**config.mk**
```make
export PLATFORM = sky130hd
export DESIGN_NAME = pulse_frame_capture
export DESIGN_NICKNAME = d
export VERILOG_FILES = /design/src/sv/pfc_pkg.sv /design/src/sv/pfc_front.sv /design/src/sv/pfc_queue.sv /design/src/sv/pfc_back.sv /design/src/sv/pulse_frame_capture.sv
export SDC_FILE = /design/constraint.sdc
export NUM_CORES = 1
export LEC_CHECK = 0
export BUFFER_PORTS_ARGS = -buffer_cell sky130_fd_sc_hd__buf_2
export CORE_UTILIZATION = 30
export CTS_CLUSTER_DIAMETER = 60
export DETAILED_ROUTE_END_ITERATION = 12
export GPL_TIMING_DRIVEN = 1
export PLACE_DENSITY_LB_ADDON = 0.12
export SLEW_MARGIN = 0
export SYNTH_ARGS = -nofsm -noshare
export SYNTH_HDL_FRONTEND = slang
export SYNTH_SLANG_ARGS = --single-unit
export TNS_END_PERCENT = 50
```
**constraint.sdc**
```tcl
create_clock -name clk_i -period 4.65 [get_ports clk_i]
set_clock_uncertainty 0.05 [all_clocks]
set_input_delay 0.93 -clock clk_i [delete_from_list [all_inputs] [get_ports clk_i]]
set_output_delay 0.93 -clock clk_i [all_outputs]
set_load 0.1 [all_outputs]
```
**src/sv/pfc_pkg.sv**
```systemverilog
// Package for the pulse frame capture block: payload and configuration types,
// capture modes, register indexes and sizing constants. No dependencies.
`timescale 1ns / 1ps

package pfc_pkg;

  localparam int BufDepth = 4096;
  localparam int IdxW     = $clog2(BufDepth);
  localparam int CntW     = IdxW + 1;
  localparam int DurW     = 32;
  localparam int MagW     = 15;
  localparam int SampW    = MagW + 1;
  localparam int CfgW     = 32;
  localparam int CfgIdxW  = 3;
  localparam int QDepth   = 2;
  localparam int QPtrW    = $clog2(QDepth);

  localparam logic [MagW-1:0] ClampUs = {MagW{1'b1}};

  typedef enum logic [1:0] {
    ModeWait = 2'd0,
    ModeRec  = 2'd1,
    ModeDone = 2'd2
  } mode_e;

  typedef enum logic [CfgIdxW-1:0] {
    RegCaptureEnable    = 3'd0,
    RegTargetSecond     = 3'd1,
    RegMinPulseUs       = 3'd2,
    RegSilenceGapUs     = 3'd3,
    RegMinFramePulses   = 3'd4,
    RegAutoAcceptPulses = 3'd5
  } cfg_idx_e;

  typedef struct packed {
    logic            func;
    logic            level;
    logic [DurW-1:0] duration_us;
  } in_item_t;

  typedef struct packed {
    logic                    write_valid;
    logic                    slot;
    logic [IdxW-1:0]         write_index;
    logic signed [SampW-1:0] sample;
    logic                    frame_done;
    logic                    frame_discarded;
    logic [CntW-1:0]         frame_length;
    logic [1:0]              mode;
  } out_item_t;

  typedef struct packed {
    logic            capture_enable;
    logic            target_second;
    logic [MagW-1:0] good_min_us;
    logic [DurW-1:0] gap_over_us;
    logic [CntW-1:0] accept_min_cnt;
    logic [CntW-1:0] auto_done_cnt;
  } cfg_t;

  // Classified pulse as it waits in the queue.
  typedef struct packed {
    logic            rearm;
    logic            level;
    logic            good;
    logic            silence;
    logic [MagW-1:0] mag;
  } qent_t;

  // Queue status seen by the front and back parts.
  typedef struct packed {
    logic full;
    logic not_empty;
  } qstat_t;

endpackage

```
**src/sv/pfc_front.sv**
```systemverilog
// Front part of the pulse frame capture block: accepts input transactions,
// clamps the duration and classifies it against the thresholds. Uses pfc_pkg.
`timescale 1ns / 1ps

module pfc_front (
  input  logic             in_valid_i,
  output logic             in_stall_o,
  input  pfc_pkg::in_item_t in_data_i,
  input  pfc_pkg::cfg_t    cfg_i,
  input  pfc_pkg::qstat_t  qstat_i,
  output logic             push_o,
  output pfc_pkg::qent_t   entry_o
);
  import pfc_pkg::*;

  logic            over_clamp;
  logic [MagW-1:0] mag;

  assign over_clamp = in_data_i.duration_us > DurW'(ClampUs);
  assign mag        = over_clamp ? ClampUs : in_data_i.duration_us[MagW-1:0];

  assign in_stall_o = qstat_i.full;
  assign push_o     = in_valid_i && !qstat_i.full;

  always_comb begin
    entry_o.rearm   = in_data_i.func;
    entry_o.level   = in_data_i.level;
    entry_o.good    = mag >= cfg_i.good_min_us;
    entry_o.silence = in_data_i.duration_us > cfg_i.gap_over_us;
    entry_o.mag     = mag;
  end

endmodule

```
**src/sv/pfc_queue.sv**
```systemverilog
// Short queue between the front and back parts of the pulse frame capture
// block. Holds classified pulses. Uses pfc_pkg.
`timescale 1ns / 1ps

module pfc_queue (
  input  logic            clk_i,
  input  logic            rst_ni,
  input  logic            push_i,
  input  pfc_pkg::qent_t  entry_i,
  input  logic            pop_i,
  output pfc_pkg::qent_t  head_o,
  output pfc_pkg::qstat_t qstat_o
);
  import pfc_pkg::*;

  qent_t             mem_q [QDepth];
  logic [QPtrW-1:0]  wr_ptr_q, wr_ptr_d;
  logic [QPtrW-1:0]  rd_ptr_q, rd_ptr_d;
  logic [QPtrW:0]    count_q, count_d;

  assign head_o            = mem_q[rd_ptr_q];
  assign qstat_o.full      = count_q == (QPtrW+1)'(QDepth);
  assign qstat_o.not_empty = count_q != '0;

  always_comb begin
    wr_ptr_d = push_i ? wr_ptr_q + 1'b1 : wr_ptr_q;
    rd_ptr_d = pop_i ? rd_ptr_q + 1'b1 : rd_ptr_q;
    count_d  = count_q;
    if (push_i && !pop_i) begin
      count_d = count_q + 1'b1;
    end else if (pop_i && !push_i) begin
      count_d = count_q - 1'b1;
    end
  end

  always_ff @(posedge clk_i or negedge rst_ni) begin
    if (!rst_ni) begin
      wr_ptr_q <= '0;
      rd_ptr_q <= '0;
      count_q  <= '0;
    end else begin
      wr_ptr_q <= wr_ptr_d;
      rd_ptr_q <= rd_ptr_d;
      count_q  <= count_d;
    end
  end

  // Payload storage, no reset.
  always_ff @(posedge clk_i) begin
    if (push_i) begin
      mem_q[wr_ptr_q] <= entry_i;
    end
  end

endmodule

```
**src/sv/pfc_back.sv**
```systemverilog
// Back part of the pulse frame capture block: runs the capture state
// machine on each queued pulse and holds the result register. Uses pfc_pkg.
`timescale 1ns / 1ps

module pfc_back (
  input  logic               clk_i,
  input  logic               rst_ni,
  input  pfc_pkg::cfg_t      cfg_i,
  input  pfc_pkg::qent_t     head_i,
  input  pfc_pkg::qstat_t    qstat_i,
  output logic               pop_o,
  output logic               out_valid_o,
  input  logic               out_stall_i,
  output pfc_pkg::out_item_t out_data_o
);
  import pfc_pkg::*;

  mode_e           mode_q, mode_d;
  logic [CntW-1:0] fc_q, fc_d;
  logic [CntW-1:0] gc_q, gc_d;
  logic [CntW-1:0] gc_inc;
  logic            buf_full;
  logic            out_valid_q;
  out_item_t       out_q, res_d;
  logic signed [SampW-1:0] mag_s, end_s;

  // Advance when a result register slot is free or being drained.
  assign pop_o       = qstat_i.not_empty && (!out_valid_q || !out_stall_i);
  assign out_valid_o = out_valid_q;
  assign out_data_o  = out_q;

  assign buf_full = fc_q >= CntW'(BufDepth);
  assign gc_inc   = gc_q + 1'b1;
  assign mag_s    = {1'b0, head_i.mag};
  assign end_s    = {1'b0, ClampUs};

  always_comb begin
    mode_d = mode_q;
    fc_d   = fc_q;
    gc_d   = gc_q;
    res_d  = '0;
    res_d.slot = cfg_i.target_second;
    if (head_i.rearm) begin
      mode_d = ModeWait;
      fc_d   = '0;
      gc_d   = '0;
    end else if (cfg_i.capture_enable) begin
      unique case (mode_q)
        ModeWait: begin
          if (head_i.good) begin
            res_d.write_valid = 1'b1;
            res_d.sample      = head_i.level ? mag_s : -mag_s;
            fc_d   = CntW'(1);
            gc_d   = CntW'(1);
            mode_d = ModeRec;
          end
        end
        ModeRec: begin
          if (buf_full || head_i.silence) begin
            if (gc_q >= cfg_i.accept_min_cnt) begin
              if (!buf_full) begin
                res_d.write_valid = 1'b1;
                res_d.write_index = fc_q[IdxW-1:0];
                res_d.sample      = head_i.level ? end_s : -end_s;
                fc_d = fc_q + 1'b1;
              end
              mode_d           = ModeDone;
              res_d.frame_done = 1'b1;
            end else begin
              // Drop the short frame and wait again.
              fc_d   = '0;
              gc_d   = '0;
              mode_d = ModeWait;
              res_d.frame_discarded = 1'b1;
            end
          end else begin
            res_d.write_valid = 1'b1;
            res_d.write_index = fc_q[IdxW-1:0];
            res_d.sample      = head_i.level ? mag_s : -mag_s;
            fc_d = fc_q + 1'b1;
            if (head_i.good) begin
              gc_d = gc_inc;
              if (gc_inc >= cfg_i.auto_done_cnt) begin
                mode_d           = ModeDone;
                res_d.frame_done = 1'b1;
              end
            end
          end
        end
        default: begin
          // Done holds until rearm.
        end
      endcase
    end
    res_d.frame_length = fc_d;
    res_d.mode         = mode_d;
  end

  always_ff @(posedge clk_i or negedge rst_ni) begin
    if (!rst_ni) begin
      mode_q      <= ModeWait;
      fc_q        <= '0;
      gc_q        <= '0;
      out_valid_q <= 1'b0;
    end else begin
      if (pop_o) begin
        mode_q      <= mode_d;
        fc_q        <= fc_d;
        gc_q        <= gc_d;
        out_valid_q <= 1'b1;
      end else if (!out_stall_i) begin
        out_valid_q <= 1'b0;
      end
    end
  end

  always_ff @(posedge clk_i) begin
    if (pop_o) begin
      out_q <= res_d;
    end
  end

endmodule

```
**src/sv/pulse_frame_capture.sv**
```systemverilog
// Top level of the pulse frame capture block: configuration registers and
// the front, queue and back parts. Uses pfc_pkg, pfc_front, pfc_queue, pfc_back.
`timescale 1ns / 1ps

// Usage:
// - Input channel (in_valid_i / in_stall_o / in_data_i): one transaction per
//   demodulated pulse or rearm command. Accepted on a rising edge with valid
//   high and stall low.
// - Output channel (out_valid_o / out_stall_i / out_data_o): exactly one
//   result transaction per input transaction, in order.
// - Configuration (cfg_we_i / cfg_index_i / cfg_wdata_i): write one register
//   per enabled edge; write only while no transaction is in flight.
// - Path: an accepted input is first stored in the front queue, then its
//   result is captured in the back result register, where it waits for the
//   receiver.
// - Throughput: one transaction per cycle while the receiver does not stall,
//   set by the update of the capture state in the back part.
// - Stall: when the receiver stalls, the result register holds and the
//   two-entry queue absorbs further input; input stall rises once it fills.
// - Reset: mode returns to waiting, frame and good counts clear, the queue
//   empties and the registers take their default values.
module pulse_frame_capture (
  input  logic                               clk_i,
  input  logic                               rst_ni,
  input  logic                               in_valid_i,
  output logic                               in_stall_o,
  input  pfc_pkg::in_item_t                  in_data_i,
  output logic                               out_valid_o,
  input  logic                               out_stall_i,
  output pfc_pkg::out_item_t                 out_data_o,
  input  logic                               cfg_we_i,
  input  logic [pfc_pkg::CfgIdxW-1:0]        cfg_index_i,
  input  logic [pfc_pkg::CfgW-1:0]           cfg_wdata_i
);
  import pfc_pkg::*;

  cfg_t   cfg_q;
  logic   push;
  logic   pop;
  qent_t  entry;
  qent_t  head;
  qstat_t qstat;

  // Configuration registers; truncate write data to each register's width.
  always_ff @(posedge clk_i or negedge rst_ni) begin
    if (!rst_ni) begin
      cfg_q.capture_enable <= 1'b0;
      cfg_q.target_second  <= 1'b0;
      cfg_q.good_min_us    <= MagW'(50);
      cfg_q.gap_over_us    <= DurW'(50000);
      cfg_q.accept_min_cnt <= CntW'(20);
      cfg_q.auto_done_cnt  <= CntW'(300);
    end else if (cfg_we_i) begin
      unique case (cfg_idx_e'(cfg_index_i))
        RegCaptureEnable:    cfg_q.capture_enable <= cfg_wdata_i[0];
        RegTargetSecond:     cfg_q.target_second  <= cfg_wdata_i[0];
        RegMinPulseUs:       cfg_q.good_min_us    <= cfg_wdata_i[MagW-1:0];
        RegSilenceGapUs:     cfg_q.gap_over_us    <= cfg_wdata_i[DurW-1:0];
        RegMinFramePulses:   cfg_q.accept_min_cnt <= cfg_wdata_i[CntW-1:0];
        RegAutoAcceptPulses: cfg_q.auto_done_cnt  <= cfg_wdata_i[CntW-1:0];
        default: begin
          // Drop writes to unmapped indexes.
        end
      endcase
    end
  end

  // Classify the pulse on entry.
  pfc_front u_front (
    .in_valid_i (in_valid_i),
    .in_stall_o (in_stall_o),
    .in_data_i  (in_data_i),
    .cfg_i      (cfg_q),
    .qstat_i    (qstat),
    .push_o     (push),
    .entry_o    (entry)
  );

  // Decouple the front from a stalled back end.
  pfc_queue u_queue (
    .clk_i   (clk_i),
    .rst_ni  (rst_ni),
    .push_i  (push),
    .entry_i (entry),
    .pop_i   (pop),
    .head_o  (head),
    .qstat_o (qstat)
  );

  // Run the capture state machine and register each result.
  pfc_back u_back (
    .clk_i       (clk_i),
    .rst_ni      (rst_ni),
    .cfg_i       (cfg_q),
    .head_i      (head),
    .qstat_i     (qstat),
    .pop_o       (pop),
    .out_valid_o (out_valid_o),
    .out_stall_i (out_stall_i),
    .out_data_o  (out_data_o)
  );

endmodule
```
; ---- After elaboration in Yosys (flattened, before gate mapping)
; Memory sizes are Yosys's and may differ from the RTL's.
; Cells that the tools add are included.
[word_totals]
regBits = 155
ramBits = 38
output_inout_bits = 49
elab_cells = 120
mem_count = 1
[mem_list]
columns = name, depth, word_bits, read_ports, rd_ports_with_merged_regs, write_ports, line
row1 = u_queue.mem_q, 2, 19, 1, 0, 1, pfc_queue.sv:16  ; qent_t mem_q [QDepth];
[classes]
n_addsub = 7
n_lt_le_gt_ge = 6
n_eq_ne = 11
muxes = 44
bitwise = 3
n_reduce_logical = 27
[ops]
columns = op, n
row1 = $mux W13, 12
row2 = $mux W29, 2
row3 = $pmux W13 S2, 2
row4 = $mux W16, 3
row5 = $gt A32 B15 Y1 const B, 1
row6 = $gt A32 B32 Y1, 1
row7 = $pmux W16 S2, 1
row8 = $mux W28, 1
row9 = $add A13 B1 Y13 const B, 2
row10 = $ge A13 B13 Y1, 2
row11 = $mux W2, 9
row12 = $neg A15 Y16, 1
row13 = $ge A15 B15 Y1, 1
row14 = $mux W15, 1
row15 = $ge A13 B13 Y1 const B, 1
row16 = $reduce_and A2 Y1, 6
row17 = $mux W1, 11
row18 = $eq A3 B2 Y1 const B, 2
row19 = $eq A3 B3 Y1 const B, 2
row20 = $reduce_and A6 Y1, 1
row21 = $reduce_bool A2 Y1, 3
row22 = $logic_not A1 Y1, 5
row23 = $logic_and A1 B1 Y1, 4
row24 = $ne A4 B3 Y1 const B, 1
row25 = 19 further kinds, 23

; ---- Depth between registers and ports, before layout
[depth]
depth_word = 8
ltp_mapped = 13
mapped_depth_nobuf = 12

; ---- Modules after synthesis
; From an unflattened synthesis, not the netlist that was laid out.
[unflattened]
hier_cells = 985
hier_area_um2 = 11031.8
[modules_own_cells]
columns = mod, instances, cells_each, area_each_um2
row1 = pfc_back, 1, 556, 5103.6
row2 = pulse_frame_capture, 1, 163, 2932.8
row3 = pfc_queue, 1, 75, 1640.3
row4 = pfc_front, 1, 191, 1355.0

; ---- Least setup slack after synthesis
; OpenSTA, ideal clock, no wires.
[synth_path]
path_type = input port to flip-flop
startpoint = input in_data_i[20] (netlist name)
endpoint = memory u_queue.mem_q[0][16] (netlist name), data pin
setup_ns = 0.270
arrival_ns = 3.044
required_time_ns = 4.330
path_slack_ns = 1.286
cell_stages = 12
cell_sequence = nor4_1 nand4_1 nor4_1 clkbuf_1 nand2b_1 ha_1 nand4_1 o21bai_1 a21oi_1 o21ai_0 a21oi_1 o21ai_0
[synth_lines]
columns = item, line
row1 = start: declaration, pulse_frame_capture.sv:27  ; input pfc_pkg::in_item_t in_data_i,
row2 = end: declaration, pfc_queue.sv:16

; ---- Worst setup path in the final report
[layout_path]
startpoint = register u_back.gc_q[0]
endpoint = register u_back.out_q, in the netlist u_back.out_data_o[1], data pin
[layout_between]
elab_chain_len = 8
elab_cells_between_ends = 10
[layout_lines]
columns = item, line
row1 = start: declaration, pfc_back.sv:20  ; logic [CntW-1:0] gc_q, gc_d;
row2 = start signal: assignment, pfc_back.sv:109  ; gc_q <= gc_d;
row3 = $add A13 B1 Y13, pfc_back.sv:33  ; assign gc_inc = gc_q + 1'b1;
row4 = $ge A13 B13 Y1, pfc_back.sv:83  ; if (gc_inc >= cfg_i.auto_done_cnt) begin
row5 = $mux W2, pfc_back.sv:83
row6 = $mux W2, pfc_back.sv:81  ; if (head_i.good) begin
row7 = $mux W2 *, pfc_back.sv:59  ; if (buf_full || head_i.silence) begin
row8 = $pmux W2 S2 *, pfc_back.sv:48  ; unique case (mode_q)
row9 = $mux W2 *, pfc_back.sv:47  ; end else if (cfg_i.capture_enable) begin
row10 = $mux W2 *, pfc_back.sv:43  ; if (head_i.rearm) begin
row11 = net u_back.mode_d[1], pfc_back.sv:18  ; mode_e mode_q, mode_d;
row12 = end signal: assignment, pfc_back.sv:119  ; out_q <= res_d;
row13 = end: declaration, pfc_back.sv:24  ; out_item_t out_q, res_d;
; Mark *: on every way through the listed nets, which the timed path passes. The rest lies on a longest branch.
; A chain may end at the register's enable or synchronous reset.

==> run summary <==
EDFF count, synth: 85
CTS resizes: 0
main flop type after synthesis: dfrtp_1
critical path's slowest cell: dfrtp_1
antenna violations before repair: 1
crit-path max FO: 5
die footprint: 36100 µm²
Post-DP HPWL: 20000 µm
Area Overhead vs Synth: 16.7%
clock sink total: 193
register area share after synthesis: 49.7%
total power: 6.87 mW
fin crit share: 69.2%
final worst path period need: 3.22 ns
post-synthesis compound-gate area fraction: 12.2%
min-delay worst type: flop to flop
multiplexer share of the synthesized area: 7.99%
Post-DRT Antenna Nets: 0
peak supply drop: 364 µV
largest net degree at the start of global routing: 65
PwrDens: 555 nW/µm²
Max Cap Viol: 0
starting DRC count in detailed routing: 446
Leak: 5.25 nW
cell chain of the critical path: ha_1, nand3_1, or3_1, nor2_1, xor2_1, ha_1, a21oi_1, o21ai_0, o2bb2ai_1, a21oi_1, nand2_1, a32o_1
Setup Viol. Count Final: 0
outcome: finished clean
most common cell after layout, fill and taps aside: buf_2
Port Buffers: 122
drt first pass iters: 5
I/O pins: 123
total number of vias: 7654
Crit path largest cell delay: 0.44 ns
clock slew at reported path FFs: 0.08 ns
Die H: 190 µm
simple-gate area share of the yosys netlist: 13.4%
most frequent cells in the layout: 121 x buf_2, 93 x dfrtp_1, 85 x inv_1, 85 x edfxtp_1, 84 x nand2_1
final hold viol count: 0
DR vias/cell: 4.86
Synth Register Bits: 193
Synth Area in Adders: 9.32%
Clock Path Buffers: 2
cell count after synthesis: 990
Avg Cell Area, Syn: 10.7 µm²
Largest delay share family, worst path: compound AO/OA/AOI/OAI gates
Initial Util: 30.6%
H-tree depth: 4
slew of the pin with the lowest slew margin: 0.959 ns
Avg WL per Cell: 17.2 µm
Skew-Pair Late Insertion Delay: 0.45 ns
CP required: 4.81 ns
hold_buf cts: 0
CP Capture Type: flop
first-pass GRT wire length: 42900 µm
relative slew slack: 36.1%
largest family of logic cells by synthesized area: simple AND/OR/NAND/NOR gates
Post-route DRC: 0
gp weighted congestion: 0.817
fin nets: 1259
WL final: 27100 µm
fraction of registers with async set or reset after synthesis: 56.0%
setup TNS: 0 ns
number of global-route vias before repair: 7397
# diodes: 0
Max Fclk: 0.311 GHz
GRT Util Overall: 15.6%
Ys Warns: 0
Crit path buffers/inverters: 0
Num CTS Buffers: 17
crit path kind: flop to flop
Die Wd: 190 µm
Netlist cell types: 69
postcts setup bufs: 0
GRT overflow: 0
fin. max-slew vios: 0
RSZ-0062 raised after global routing: false
row count: 68
root buffer cell: clkbuf_16
core area: 34600 µm²
Post-Synth XOR/XNOR Area: 2.56%
CP Launch Type: flop
share of cells above drive strength 1: 22.6%
mapped cell area: 10600 µm²
Arr. time, crit path: 3.38 ns
syn nets: 1143
TritonCTS clock tree: built
sequential cells by signal (all words and copies together), names as in the netlist, 2 cells and up:
| name | flops |
|---|---|
| cfg_q | 75 |
| u_back.out_data_o | 47 |
| u_queue.mem_q | 38 |
| u_back.fc_q | 13 |
| u_back.gc_q | 13 |
| u_back.mode_q | 2 |
| u_queue.count_q | 2 |
synth_stat cells (9+ instances only):
library cell | number | area, µm²
dfrtp_1 | 93 | 2330
nand2b_1 | 24 | 150
mux2_2 | 58 | 653
mux2i_1 | 18 | 180
edfxtp_1 | 85 | 2550
xor2_1 | 12 | 105
nand2_1 | 84 | 315
nand4_1 | 19 | 119
clkbuf_1 | 25 | 93.8
buf_2 | 9 | 45.0
ha_1 | 79 | 988
a31oi_1 | 12 | 75.1
nand3_1 | 20 | 100
inv_1 | 85 | 319
nor4_1 | 9 | 56.3
o21ai_0 | 74 | 370
and3_1 | 19 | 119
a22o_1 | 9 | 78.8
a21oi_1 | 43 | 215
nor3_1 | 19 | 95.1
xnor2_1 | 19 | 166
dfstp_2 | 15 | 394
nor2_1 | 46 | 173
nor2b_1 | 9 | 56.3
worst register-to-register path: cells and delay by family (launching register included):
kind | cells | cell delay, ns
xor+xnor | 1 | 0.20
simple gates | 4 | 0.87
flops | 1 | 0.44
compound gates | 5 | 0.93
fa+ha+maj | 2 | 0.50
area by class of cell:
type / count / area (µm²)
Timing Repair Buffer: 135 / 723
Sequential cell: 193 / 5270
Tap cell: 455 / 569
Fill cell: 3514 / 22200
Multi-Input combinational cell: 673 / 4850
Clock buffer: 23 / 484
Inverter: 86 / 323
Clock inverter: 9 / 154
power breakdown:
part           leakage, nW  internal (mW)  switching [mW]
combinational         2.83          0.666            2.15
clock                0.317          0.956           0.659
sequential            2.10           2.26           0.182
total                 5.25           3.88            2.99
path summary, 6_finish.rpt:
| check | from | slack (ns) | cells after the start | to |
|---|---|---|---|---|
| max in group asynchronous | rst_ni | 3.21 | 2 | cfg_q[15] |
| worst min-delay path | u_back.out_valid_o | 0.43 | 2 | u_back.out_valid_o |
| worst max register to register | u_back.gc_q[0] | 1.43 | 12 | u_back.out_data_o[1] |
| min in group asynchronous | rst_ni | 0.55 | 1 | cfg_q[19] |
| worst min register to register | u_back.out_valid_o | 0.43 | 2 | u_back.out_valid_o |
| worst max-delay path | u_back.gc_q[0] | 1.43 | 12 | u_back.out_data_o[1] |
kinds of logic after synthesis:
family                   Yosys count
buffers and inverters            124
adder cells (fa/ha/maj)           79
flip-flops                       193
AND/OR/NAND/NOR                  280
XOR/XNOR                          31
AO/OA/AOI/OAI                    206
multiplexers                      77
metrics by stage:
stage               area (µm²)  setup WS (ns)  hold WS, ns  utilization [%]  instances
floorplan                10600           1.29        0.371                -        990
global placement         11700           1.09        0.426             33.9       1542
detailed placement       11700           1.06        0.430             33.9       1542
CTS                      12400           1.42        0.446             35.7       1574
global route             12400           1.19        0.465             35.7       1574
finish                   12400           1.43        0.435             35.7       1574
metal layers:
layer  track usage [%]  up-vias  part of all wire (%)
met4              4.25        0                   1.1
met5                 0        -                     0
li1                  -     3809                     -
met1              22.6     3649                    51
met3              3.45       24                   4.9
met2              23.2      172                    43
Power figures use the tool's default switching activity.
